$ cat config.mk
export PLATFORM = sky130hd
export DESIGN_NAME = encoder_count_velocity_estimator
export DESIGN_NICKNAME = d
export VERILOG_FILES = /design/src/ecve_pkg.sv /design/src/ecve_mdu.sv /design/src/encoder_count_velocity_estimator.sv
export SDC_FILE = /design/constraint.sdc
export NUM_CORES = 2
export LEC_CHECK = 0
export BUFFER_PORTS_ARGS = -buffer_cell sky130_fd_sc_hd__buf_2
export CORE_UTILIZATION = 23
export DETAILED_ROUTE_END_ITERATION = 8
export SLEW_MARGIN = 20
export SYNTH_ARGS = -nofsm -noshare
export SYNTH_HDL_FRONTEND = slang
export SYNTH_SLANG_ARGS = --single-unit
export TNS_END_PERCENT = 50
$ cat constraint.sdc
create_clock -name clk -period 21.6 [get_ports clk]
set_input_delay 3.24 -clock clk [delete_from_list [all_inputs] [get_ports clk]]
set_output_delay 3.24 -clock clk [all_outputs]
set_load 0.03 [all_outputs]
$ cat src/ecve_pkg.sv
// Shared types and constants for the encoder count velocity estimator.
`default_nettype none
package ecve_pkg;

  localparam int unsigned ACC_W     = 96;
  localparam int unsigned MUL_STEPS = 32;
  localparam int unsigned DIV_STEPS = 96;
  localparam int unsigned CNT_W     = 7;

  localparam logic [31:0] UPC_RST     = 32'd65536;
  localparam logic [31:0] OSC_RST     = 32'd50000000;
  localparam logic [31:0] TIMEOUT_RST = 32'd5000000;

  localparam logic signed [47:0] MAX48 = 48'sh7FFF_FFFF_FFFF;
  localparam logic signed [47:0] MIN48 = 48'sh8000_0000_0000;
  localparam logic [48:0]        CAP49 = 49'h1_0000_0000_0000;

  typedef enum logic [1:0] {
    REG_UPC     = 2'd0,
    REG_OSC     = 2'd1,
    REG_TIMEOUT = 2'd2,
    REG_NONE    = 2'd3
  } reg_idx_t;

  typedef enum logic {
    MDU_MUL = 1'b0,
    MDU_DIV = 1'b1
  } mdu_op_t;

  typedef struct packed {
    logic        go;
    mdu_op_t     op;
    logic [63:0] opa;
    logic [31:0] opb;
  } mdu_cmd_t;

  typedef struct packed {
    logic busy;
    logic done;
  } mdu_sts_t;

  typedef struct packed {
    logic [31:0] time_now;
    logic [31:0] count_word;
    logic [31:0] count_time;
    logic [31:0] index_word;
    logic        reset_request;
    logic        index_enable;
  } in_t;

  typedef struct packed {
    logic signed [31:0] ext_count;
    logic signed [31:0] net_count;
    logic signed [47:0] position;
    logic signed [47:0] position_interp;
    logic signed [47:0] velocity;
    logic               index_enable_next;
  } out_t;

endpackage
`default_nettype wire

$ cat src/ecve_mdu.sv
// Shared serial multiply and divide unit: shift-add multiply, restoring divide.
`default_nettype none
module ecve_mdu
  import ecve_pkg::*;
(
  input  wire logic             clk,
  input  wire logic             rst_n,
  input  wire mdu_cmd_t         cmd,
  output mdu_sts_t              sts,
  output logic [ACC_W-1:0]      acc
);

  logic             busy_r;
  logic             done_r;
  logic [CNT_W-1:0] cnt_r;
  mdu_op_t          op_r;
  logic [ACC_W-1:0] acc_r;
  logic [63:0]      mcand_r;
  logic [31:0]      mplier_r;
  logic [31:0]      dvsr_r;
  logic [32:0]      rem_r;

  logic [64:0]      sum;
  logic [32:0]      shifted;
  logic [33:0]      diff;

  assign sum     = {1'b0, acc_r[ACC_W-1:32]} + {1'b0, mcand_r};
  assign shifted = {rem_r[31:0], acc_r[ACC_W-1]};
  assign diff    = {1'b0, shifted} - {2'b0, dvsr_r};

  always_ff @(posedge clk) begin
    if (!rst_n) begin
      busy_r <= 1'b0;
      done_r <= 1'b0;
      cnt_r  <= '0;
      op_r   <= MDU_MUL;
    end else begin
      done_r <= !cmd.go && busy_r && (cnt_r == '0);
      if (cmd.go) begin
        busy_r <= 1'b1;
        op_r   <= cmd.op;
        cnt_r  <= (cmd.op == MDU_MUL) ? CNT_W'(MUL_STEPS - 1) : CNT_W'(DIV_STEPS - 1);
      end else if (busy_r) begin
        cnt_r <= cnt_r - 1'b1;
        if (cnt_r == '0) begin
          busy_r <= 1'b0;
        end
      end
    end
  end

  always_ff @(posedge clk) begin
    if (cmd.go) begin
      if (cmd.op == MDU_MUL) begin
        acc_r    <= '0;
        mcand_r  <= cmd.opa;
        mplier_r <= cmd.opb;
      end else begin
        dvsr_r <= cmd.opb;
        rem_r  <= '0;
      end
    end else if (busy_r) begin
      case (op_r)
        MDU_MUL: begin
          if (mplier_r[0]) acc_r <= {sum, acc_r[31:1]};
          else             acc_r <= {1'b0, acc_r[ACC_W-1:1]};
          mplier_r <= {1'b0, mplier_r[31:1]};
        end
        MDU_DIV: begin
          if (!diff[33]) begin
            rem_r <= diff[32:0];
            acc_r <= {acc_r[ACC_W-2:0], 1'b1};
          end else begin
            rem_r <= shifted;
            acc_r <= {acc_r[ACC_W-2:0], 1'b0};
          end
        end
        default: acc_r <= acc_r;
      endcase
    end
  end

  assign sts = '{busy: busy_r, done: done_r};
  assign acc = acc_r;

endmodule
`default_nettype wire

$ cat src/encoder_count_velocity_estimator.sv
// Top level: register port, sample sequencer and result register of the estimator.
//
//  channel | ports                        | transfer
//  in      | in_valid, in_ready, in_data  | in_valid & in_ready
//  out     | out_valid, out_ready, out_data | out_valid & out_ready
//  cfg     | cfg_psel .. cfg_pready       | psel & penable & pwrite & pready
//
// One sample holds the sequencer while the serial multiply/divide unit works through it:
// one to six multiplies and divides per sample, each occupying a state until it is done.
// in_ready is high only while the sequencer is idle; one result waits in the output
// register and a held result stalls the sequencer. Reset is synchronous and restores
// the register and tracking state.
`default_nettype none
module encoder_count_velocity_estimator
  import ecve_pkg::*;
(
  input  wire logic        clk,
  input  wire logic        rst_n,
  input  wire logic        in_valid,
  output logic             in_ready,
  input  wire in_t         in_data,
  output logic             out_valid,
  input  wire logic        out_ready,
  output out_t             out_data,
  input  wire logic        cfg_psel,
  input  wire logic        cfg_penable,
  input  wire logic        cfg_pwrite,
  input  wire logic [3:0]  cfg_paddr,
  input  wire logic [31:0] cfg_pwdata,
  output logic [31:0]      cfg_prdata,
  output logic             cfg_pready
);

  typedef enum logic [3:0] {
    S_IDLE, S_VM1, S_VM2, S_VDIV, S_EM, S_EDIV, S_PM, S_IM, S_IDIV, S_OUT
  } state_t;

  function automatic logic [31:0] widen(input logic [31:0] base, input logic [31:0] word);
    logic [31:0] d;
    d = (word << 1) - (base << 1);
    return base + {d[31], d[31:1]};
  endfunction

  function automatic logic [31:0] abs32(input logic [31:0] v);
    return v[31] ? (32'd0 - v) : v;
  endfunction

  function automatic logic signed [47:0] sat_q(input logic [48:0] q, input logic neg);
    if (neg) return (q[48] | q[47]) ? MIN48 : $signed(48'd0 - q[47:0]);
    else     return (q[48] | q[47]) ? MAX48 : $signed(q[47:0]);
  endfunction

  state_t             state_r;
  logic [31:0]        upc_r, osc_r, timeout_r;
  logic               first_r;
  logic [31:0]        exp_r, ec_r, et_r, iref_r;
  logic [1:0]         events_r;
  logic signed [47:0] vel_r;
  logic [31:0]        dt_r, dt2_r, raw_r, net_r;
  logic               dneg_r, ien_r;
  logic signed [47:0] pos_r;
  logic signed [49:0] interp_r;
  logic               out_valid_r;
  out_t               out_r;
  logic               go_r;
  mdu_op_t            op_r;
  logic [63:0]        opa_r;
  logic [31:0]        opb_r;

  mdu_cmd_t           cmd;
  mdu_sts_t           sts;
  logic [ACC_W-1:0]   acc;

  logic               accept, wr_en;
  logic [31:0]        raw, idx, ec1, iref1, ec2, et2, dc, dt_c, dt_n, net;
  logic               rebase, cflag, iflag, ien2;
  logic [48:0]        capq;
  logic [31:0]        upc_mag;
  logic signed [47:0] est;
  logic signed [48:0] v1, v2;
  logic [47:0]        vmag;
  logic signed [49:0] pint;
  logic signed [47:0] pint_sat;

  assign cmd = '{go: go_r, op: op_r, opa: opa_r, opb: opb_r};

  ecve_mdu u_mdu (
    .clk   (clk),
    .rst_n (rst_n),
    .cmd   (cmd),
    .sts   (sts),
    .acc   (acc)
  );

  assign in_ready   = (state_r == S_IDLE);
  assign accept     = in_valid & in_ready;
  assign out_valid  = out_valid_r;
  assign out_data   = out_r;
  assign cfg_pready = 1'b1;
  assign wr_en      = cfg_psel & cfg_penable & cfg_pwrite;

  always_comb begin
    case (reg_idx_t'(cfg_paddr[3:2]))
      REG_UPC:     cfg_prdata = upc_r;
      REG_OSC:     cfg_prdata = osc_r;
      REG_TIMEOUT: cfg_prdata = timeout_r;
      default:     cfg_prdata = '0;
    endcase
  end

  always_comb begin
    raw    = widen(exp_r, in_data.count_word);
    idx    = widen(exp_r, in_data.index_word);
    rebase = first_r | in_data.reset_request;
    cflag  = in_data.count_word[31] & ~rebase;
    iflag  = in_data.index_word[31] & ~rebase;
    ec1    = rebase ? raw : ec_r;
    iref1  = rebase ? raw : iref_r;
    ien2   = in_data.index_enable;
    if (iflag && in_data.index_enable) begin
      iref1 = idx;
      ien2  = 1'b0;
    end
    dc   = raw - ec1;
    dt_c = in_data.count_time - et_r;
    ec2  = cflag ? raw : ec1;
    et2  = cflag ? in_data.count_time : et_r;
    dt_n = in_data.time_now - et_r;
    net  = ec2 - iref1;
  end

  assign upc_mag  = abs32(upc_r);
  assign capq     = (|acc[ACC_W-1:48]) ? CAP49 : {1'b0, acc[47:0]};
  assign est      = (capq[48] | capq[47]) ? MAX48 : $signed(capq[47:0]);
  assign v1       = (est < vel_r) ? 49'(est) : 49'(vel_r);
  assign v2       = (-49'(est) > v1) ? -49'(est) : v1;
  assign vmag     = vel_r[47] ? (48'd0 - vel_r) : vel_r;
  assign pint     = 50'(pos_r) + interp_r;
  assign pint_sat = (pint > 50'(MAX48)) ? MAX48 :
                    (pint < 50'(MIN48)) ? MIN48 : pint[47:0];

  always_ff @(posedge clk) begin
    if (!rst_n) begin
      state_r     <= S_IDLE;
      upc_r       <= UPC_RST;
      osc_r       <= OSC_RST;
      timeout_r   <= TIMEOUT_RST;
      first_r     <= 1'b1;
      exp_r       <= '0;
      ec_r        <= '0;
      et_r        <= '0;
      iref_r      <= '0;
      events_r    <= '0;
      vel_r       <= '0;
      out_valid_r <= 1'b0;
      go_r        <= 1'b0;
      op_r        <= MDU_MUL;
      opa_r       <= '0;
      opb_r       <= '0;
      dt_r        <= '0;
      dt2_r       <= '0;
      raw_r       <= '0;
      net_r       <= '0;
      dneg_r      <= 1'b0;
      ien_r       <= 1'b0;
      pos_r       <= '0;
      interp_r    <= '0;
      out_r       <= '0;
    end else begin
      if (go_r) go_r <= 1'b0;
      if (out_valid_r && out_ready && state_r != S_OUT) out_valid_r <= 1'b0;
      if (wr_en) begin
        case (reg_idx_t'(cfg_paddr[3:2]))
          REG_UPC:     upc_r     <= cfg_pwdata;
          REG_OSC:     osc_r     <= cfg_pwdata;
          REG_TIMEOUT: timeout_r <= cfg_pwdata;
          default:     upc_r     <= upc_r;
        endcase
      end
      case (state_r)
        S_IDLE: begin
          if (accept) begin
            first_r <= 1'b0;
            exp_r   <= raw;
            ec_r    <= ec2;
            et_r    <= et2;
            iref_r  <= iref1;
            raw_r   <= raw;
            net_r   <= net;
            ien_r   <= ien2;
            dt2_r   <= in_data.time_now - et2;
            dneg_r  <= dc[31];
            go_r    <= 1'b1;
            op_r    <= MDU_MUL;
            if (cflag) begin
              dt_r <= dt_c;
              if (events_r != 2'd2) begin
                events_r <= events_r + 1'b1;
                opa_r    <= {32'd0, upc_mag};
                opb_r    <= abs32(net);
                state_r  <= S_PM;
              end else if (dt_c != '0) begin
                opa_r   <= {32'd0, abs32(dc)};
                opb_r   <= upc_mag;
                state_r <= S_VM1;
              end else begin
                opa_r   <= {32'd0, upc_mag};
                opb_r   <= abs32(net);
                state_r <= S_PM;
              end
            end else if (events_r != '0) begin
              dt_r <= dt_n;
              if (dt_n < timeout_r) begin
                if (dt_n != '0) begin
                  opa_r   <= {32'd0, upc_mag};
                  opb_r   <= osc_r;
                  state_r <= S_EM;
                end else begin
                  opa_r   <= {32'd0, upc_mag};
                  opb_r   <= abs32(net);
                  state_r <= S_PM;
                end
              end else begin
                events_r <= '0;
                vel_r    <= '0;
                opa_r    <= {32'd0, upc_mag};
                opb_r    <= abs32(net);
                state_r  <= S_PM;
              end
            end else begin
              vel_r   <= '0;
              opa_r   <= {32'd0, upc_mag};
              opb_r   <= abs32(net);
              state_r <= S_PM;
            end
          end
        end
        S_VM1: begin
          if (sts.done) begin
            go_r    <= 1'b1;
            op_r    <= MDU_MUL;
            opa_r   <= acc[63:0];
            opb_r   <= osc_r;
            state_r <= S_VM2;
          end
        end
        S_VM2: begin
          if (sts.done) begin
            go_r    <= 1'b1;
            op_r    <= MDU_DIV;
            opb_r   <= dt_r;
            state_r <= S_VDIV;
          end
        end
        S_VDIV: begin
          if (sts.done) begin
            vel_r   <= sat_q(capq, dneg_r ^ upc_r[31]);
            go_r    <= 1'b1;
            op_r    <= MDU_MUL;
            opa_r   <= {32'd0, upc_mag};
            opb_r   <= abs32(net_r);
            state_r <= S_PM;
          end
        end
        S_EM: begin
          if (sts.done) begin
            go_r    <= 1'b1;
            op_r    <= MDU_DIV;
            opb_r   <= dt_r;
            state_r <= S_EDIV;
          end
        end
        S_EDIV: begin
          if (sts.done) begin
            vel_r   <= v2[47:0];
            go_r    <= 1'b1;
            op_r    <= MDU_MUL;
            opa_r   <= {32'd0, upc_mag};
            opb_r   <= abs32(net_r);
            state_r <= S_PM;
          end
        end
        S_PM: begin
          if (sts.done) begin
            pos_r <= sat_q(capq, net_r[31] ^ upc_r[31]);
            if (osc_r != '0) begin
              go_r    <= 1'b1;
              op_r    <= MDU_MUL;
              opa_r   <= {16'd0, vmag};
              opb_r   <= dt2_r;
              state_r <= S_IM;
            end else begin
              interp_r <= '0;
              state_r  <= S_OUT;
            end
          end
        end
        S_IM: begin
          if (sts.done) begin
            go_r    <= 1'b1;
            op_r    <= MDU_DIV;
            opb_r   <= osc_r;
            state_r <= S_IDIV;
          end
        end
        S_IDIV: begin
          if (sts.done) begin
            interp_r <= vel_r[47] ? (50'd0 - {1'b0, capq}) : {1'b0, capq};
            state_r  <= S_OUT;
          end
        end
        S_OUT: begin
          if (!out_valid_r || out_ready) begin
            out_r.ext_count         <= raw_r;
            out_r.net_count         <= net_r;
            out_r.position          <= pos_r;
            out_r.position_interp   <= pint_sat;
            out_r.velocity          <= vel_r;
            out_r.index_enable_next <= ien_r;
            out_valid_r             <= 1'b1;
            state_r                 <= S_IDLE;
          end
        end
        default: state_r <= S_IDLE;
      endcase
    end
  end

endmodule
`default_nettype wire

**Yosys cells after proc, flatten, opt, wreduce, memory -nomap -nowiden**

Cells that the tools add are included.

- Output and inout port bits: 244
- Input bits: 173
- Word-level logic and storage cells: 276
- Flip-flop bits (word level): 1049

- Bitwise operators: 12
- Multiplexer cells: 113
- Magnitude comparators: 5
- Reduce and logical (&&, ||, !) cells: 49
- $add $sub $neg: 22
- Eq/ne operators: 37

Operators by type and width:

| kind | number |
|---|---|
| $mux W32 | 34 |
| $mux W48 | 14 |
| $mux W64 | 6 |
| $mux W96 | 4 |
| $pmux W64 S4 | 1 |
| $sub A32 B32 Y32 | 7 |
| $mux W50 | 4 |
| $pmux W96 S2 | 1 |
| $pmux W32 S5 | 1 |
| $pmux W48 S3 | 1 |
| $sub A1 B32 Y32 const A | 4 |
| $pmux W50 S2 | 1 |
| $mux W49 | 2 |
| $pmux W32 S3 | 1 |
| $reduce_bool A32 Y1 | 3 |
| $sub A1 B48 Y48 const A | 2 |
| $add A64 B64 Y65 | 1 |
| $add A32 B32 Y32 | 2 |
| $mux W4 | 13 |
| $add A48 B50 Y50 | 1 |
| $gt A50 B48 Y1 const B | 1 |
| $lt A50 B48 Y1 const B | 1 |
| $sub A1 B49 Y50 const A | 1 |
| $gt A49 B49 Y1 | 1 |
| other kinds (48) | 131 |

**Depth between registers and ports, before layout**

- Depth after elaboration: 14
- Mapped depth: 45

**Hierarchy**

From an unflattened synthesis, not the netlist that was laid out.

- Cells, all modules: 9834
- Area, all modules: 76078.0 µm²

By module, submodules not included:

| module | area each (µm²) | cells an instance | instances |
|---|---|---|---|
| encoder_count_velocity_estimator | 59970.0 | 8291 | 1 |
| ecve_mdu | 16107.9 | 1543 | 1 |

**Worst setup path after synthesis**

No wires, ideal clock.

- Path kind: input to register
- Start: in in_data[66] (netlist name)
- End: reg opb_r[30]
- Stages on the path: 39
- Arrival: 10703 ps
- Path buffers: 0
- Path slack: 10767 ps
- Setup time: 130 ps
- Required time: 21470 ps
- Path through: inv_1 -> ha_1 -> fa_1 -> nand2b_1 -> a21boi_0 -> o21ai_1 -> a21oi_1 -> o21ai_0 -> and2_1 -> inv_1 -> a21o_1 -> a21oi_1 -> xnor2_1 -> ha_1 -> a21o_1 -> a21oi_1 -> o21bai_1 -> a211o_1 -> [... 3 more ...] -> nor2_1 -> a21oi_1 -> ha_1 -> a21o_1 -> a21oi_1 -> nor2b_1 -> a311oi_1 -> o21ai_0 -> a31oi_1 -> o21bai_1 -> maj3_1 -> a21o_1 -> xor2_1 -> or4b_1 -> nor4_1 -> nor4b_1 -> a2111oi_0 -> a21oi_1

- Cells in the longest elaborated chain, start to end: 13
- Elaborated cells between the ends (all ways): 17
- Those cells by class: 4 x add/sub; 13 x mux

RTL lines:

| what | line | RTL |
|---|---|---|
| from (decl) | encoder_count_velocity_estimator.sv:21 | `input wire in_t in_data,` |
| $sub A32 B32 Y32 * | encoder_count_velocity_estimator.sv:40 | `d = (word << 1) - (base << 1);` |
| $add A32 B32 Y32 * | encoder_count_velocity_estimator.sv:41 | `return base + {d[31], d[31:1]};` |
| $mux W32, on equally long branches | encoder_count_velocity_estimator.sv:117, encoder_count_velocity_estimator.sv:118 |  |
| $mux W32, on equally long branches | encoder_count_velocity_estimator.sv:126, encoder_count_velocity_estimator.sv:120 |  |
| $sub A32 B32 Y32 * | encoder_count_velocity_estimator.sv:129 | `net = ec2 - iref1;` |
| $sub A1 B32 Y32 | encoder_count_velocity_estimator.sv:45 | `return v[31] ? (32'd0 - v) : v;` |
| $mux W32 * | encoder_count_velocity_estimator.sv:45 |  |
| $mux W32 | encoder_count_velocity_estimator.sv:214 | `if (dt_n != '0) begin` |
| $mux W32 | encoder_count_velocity_estimator.sv:213 | `if (dt_n < timeout_r) begin` |
| $mux W32 | encoder_count_velocity_estimator.sv:211 | `end else if (events_r != '0) begin` |
| $mux W32 * | encoder_count_velocity_estimator.sv:195 | `if (cflag) begin` |
| $mux W32 * | encoder_count_velocity_estimator.sv:182 | `if (accept) begin` |
| $pmux W32 S5 * | encoder_count_velocity_estimator.sv:180 | `case (state_r)` |
| to (signal assigned) | encoder_count_velocity_estimator.sv:200 | `opb_r <= abs32(net);` |
| to (signal assigned) | encoder_count_velocity_estimator.sv:204 | `opb_r <= upc_mag;` |
| to (signal assigned) | encoder_count_velocity_estimator.sv:216 | `opb_r <= osc_r;` |
| to (decl) | encoder_count_velocity_estimator.sv:68 | `logic [31:0] opb_r;` |

Mark *: on every way between the ends. The rest lies on a longest branch, timed or not. The select of a mux whose other input is x is not followed.
A chain may end at the register's enable or synchronous reset.

**Worst setup path after layout**

- Start: in in_data[66] (netlist name)
- End: reg opb_r[22]

The elaborated chain is that of the path after synthesis.

==> results.sh <==
export IMPL_hp_class="flip-flop to flip-flop"
export IMPL_synth_compound_gate_area_share_pct=24.5
export IMPL_top_usage_layer="met2"
export IMPL_post_route_drc_count=0
export IMPL_finalHoldViolCount=0
export IMPL_synth_edff_count=256
export IMPL_min_period_ns=11.97
export IMPL_finalNetCount=10500
export IMPL_yosys_warnings=0
export IMPL_tightest_slew_ns=1.30
export IMPL_slowest_stage="o21ai_0"
export IMPL_via_count=73700
export IMPL_register_area_mm2=0.0236
export IMPL_cts_sinks=1049
export IMPL_cts_buffers=117
export IMPL_wl_per_cell_um=21.6
export IMPL_syn_to_final_growth_pct=14.5
export IMPL_utilization_pct=26.6
export IMPL_htreeDepth=3
export IMPL_status="finished clean"
export IMPL_synth_most_common_cell="nand2_1"
export IMPL_synth_ff_type="dfxtp_1"
export IMPL_final_setup_viol_count=0
export IMPL_async_reset_ff_share_pct=0
export IMPL_path_buf_inv=3
export IMPL_slowest_delay_ns=0.83
export IMPL_synth_avg_cell_area_um2=7.74
export IMPL_end_kind="flip-flop"
export IMPL_startpoint_type="input port"
export IMPL_clk_latency_ns=0.87
export IMPL_grtUsageMet3_pct=4.05
export IMPL_drive_above_1_share_pct=9.14
export IMPL_synthAdderAreaFrac_pct=9.59
export IMPL_r2r_slack_ns=10.69
export IMPL_post_cts_buffers=0
export IMPL_relSlewSlack_pct=13.3
export IMPL_synth_cell_area_mm2=0.0747
export IMPL_ys_top_cells_by_count="nand2_1, a21oi_1, nor2_1"
export IMPL_fin_crit_sh_pct=55.4
export IMPL_die_area_mm2=0.327
export IMPL_hold_buffers=0
export IMPL_synthDistinctLibCells=104
export IMPL_maxSlewViolCount=0
export IMPL_clk_path_buf_depth=3
export IMPL_yosys_area_share_xor_xnor_pct=6.81
export IMPL_clock_skew_ns=0.144
export IMPL_cp_top_family="compound AO/OA/AOI/OAI gates"
export IMPL_critPathMostFrequentCell="a21oi_1"
export IMPL_cts_resized=0
export IMPL_hpwl_mm=235
export IMPL_synth_area_leader_cell="dfxtp_1"
export IMPL_cts_root_buf="clkbuf_16"
export IMPL_grt_max_degree=116
export IMPL_antenna_found_initial=75
export IMPL_fin_setup_tns_ns=0
export IMPL_fp_coreArea_mm2=0.322
export IMPL_drtAntennaViolNets=0
export IMPL_postSynthCellCount=9658
export IMPL_rsz0062_at_grt="false"
export IMPL_nFillCells=35500
export IMPL_crit_type="input port to flip-flop"
export IMPL_worst_ep_required_time_ns=22.27
export IMPL_grt_pass1_vias=66500
export IMPL_viasPerCell=5.20
export IMPL_synth_simple_area_share_pct=20.1
export IMPL_die_h_um=572
export IMPL_grtUsageMet2_pct=28.0
export IMPL_place_gp_congestion=0.980
export IMPL_die_x_um=572
export IMPL_drt_wl_total_mm=307
export IMPL_synth_nets=10400
export IMPL_initial_core_util_pct=23.2
export IMPL_num_io_pins=417
export IMPL_rows=208
export IMPL_multiInputGateArea_mm2=0.0476
export IMPL_gr_total_overflow=0
export IMPL_cp_max_fo=30
export IMPL_grt_use_total_pct=17.9
export IMPL_drv_cap=0
export IMPL_yosysSeqAreaShare_pct=31.5
export IMPL_clk_pin_slew_ns=0.07
export IMPL_synth_top_family_by_area="compound AO/OA/AOI/OAI gates"
export IMPL_max_freq_mhz=83.6
export IMPL_drt_iter0_markers=7936
export IMPL_synth_top_cell_area_share_pct=21.2
export IMPL_grt_pass1_wl_mm=446
export IMPL_synth_area_leaders="dfxtp_1, edfxtp_1, ha_1"
export IMPL_arrival_ns=12.64
export IMPL_tritoncts="done"
export IMPL_dr_pass1_iters=7
export IMPL_portBuffers=413
export IMPL_ys_ff_latch=1049
export IMPL_synth_area_mux_share_pct=2.37
export IMPL_met1_usage_pct=23.6
[placed cells by master (no fill, tap or decap), drive strengths merged, types with 77 or more instances in the layout]
master and instances:
a21oi 1080, a21o 167, mux2i 139, a221oi 107, ha 551, edfxtp 256, inv 416, nor2 987
o21ai 617, clkbuf 160, nand3 168, or3 96, o21a 88, nand2 1372, xor2 143, nor3 181
a31oi 85, dfxtp 793, nand4 77, nand2b 78, xnor2 425, a211oi 146, buf 555
[worst paths after layout]
check           startpoint           endpoint  cells after the start
max            in_data[66]          opb_r[22]                     41
min              opa_r[38]  u_mdu.mcand_r[38]                      0
max reg2reg  u_mdu.acc[58]           vel_r[9]                     40
min reg2reg      opa_r[38]  u_mdu.mcand_r[38]                      0
[flip-flops by register name (all words and copies together) (netlist names), 48 cells and up]
name           count
opa_r             64
pos_r             48
out_data         209
vel_r             48
interp_r          50
u_mdu.acc         96
u_mdu.mcand_r     64
[final cells by class]
type | instances | share of cell area [%]
Clock buffer | 160 | 4.00
Clock inverter | 61 | 0.967
Inverter | 413 | 1.82
Timing Repair Buffer | 555 | 3.67
Tap cell | 4305 | 6.29
Multi-Input combinational cell | 7614 | 55.6
Sequential cell | 1049 | 27.5
Antenna cell | 21 | 0.0614
[through the flow]
stage,hold WS [ns],cell area (um^2),std cells,setup slack (ns)
global placement,0.407,81300,13900,9.13
CTS,0.423,85500,14200,9.80
global route,0.439,85500,14200,8.97
detailed placement,0.408,81300,13900,9.05
floorplan,0.403,74700,9658,10.77
finish,0.425,85600,14200,9.63
[routing by layer]
| layer | routed length [um] | vias to the layer above |
|---|---|---|
| li1 | - | 34900 |
| met1 | 130000 | 35000 |
| met2 | 134000 | 3128 |
| met3 | 28500 | 615 |
| met4 | 14200 | 70 |
| met5 | 435 | - |
[worst register-to-register path, delay by kind of cell (launching register included)]
family	cells	cell delay [ns]
DFF	1	0.50
buffers and inverters	6	2.11
and+or+nand+nor	10	2.47
adders and majority gates	2	0.60
muxes	1	0.32
AOI/OAI and AO/OA	21	4.80
[kinds of logic after synthesis]
kind of cell	count (synthesis)
compound gates	2934
xor+xnor	573
fa+ha+maj	566
buf+inv	995
flops	1049
mux	173
other cells	2
simple gates	3366
Power is not shown: default switching activity piles up to over one toggle a cycle in this logic, so the estimate is an artifact.
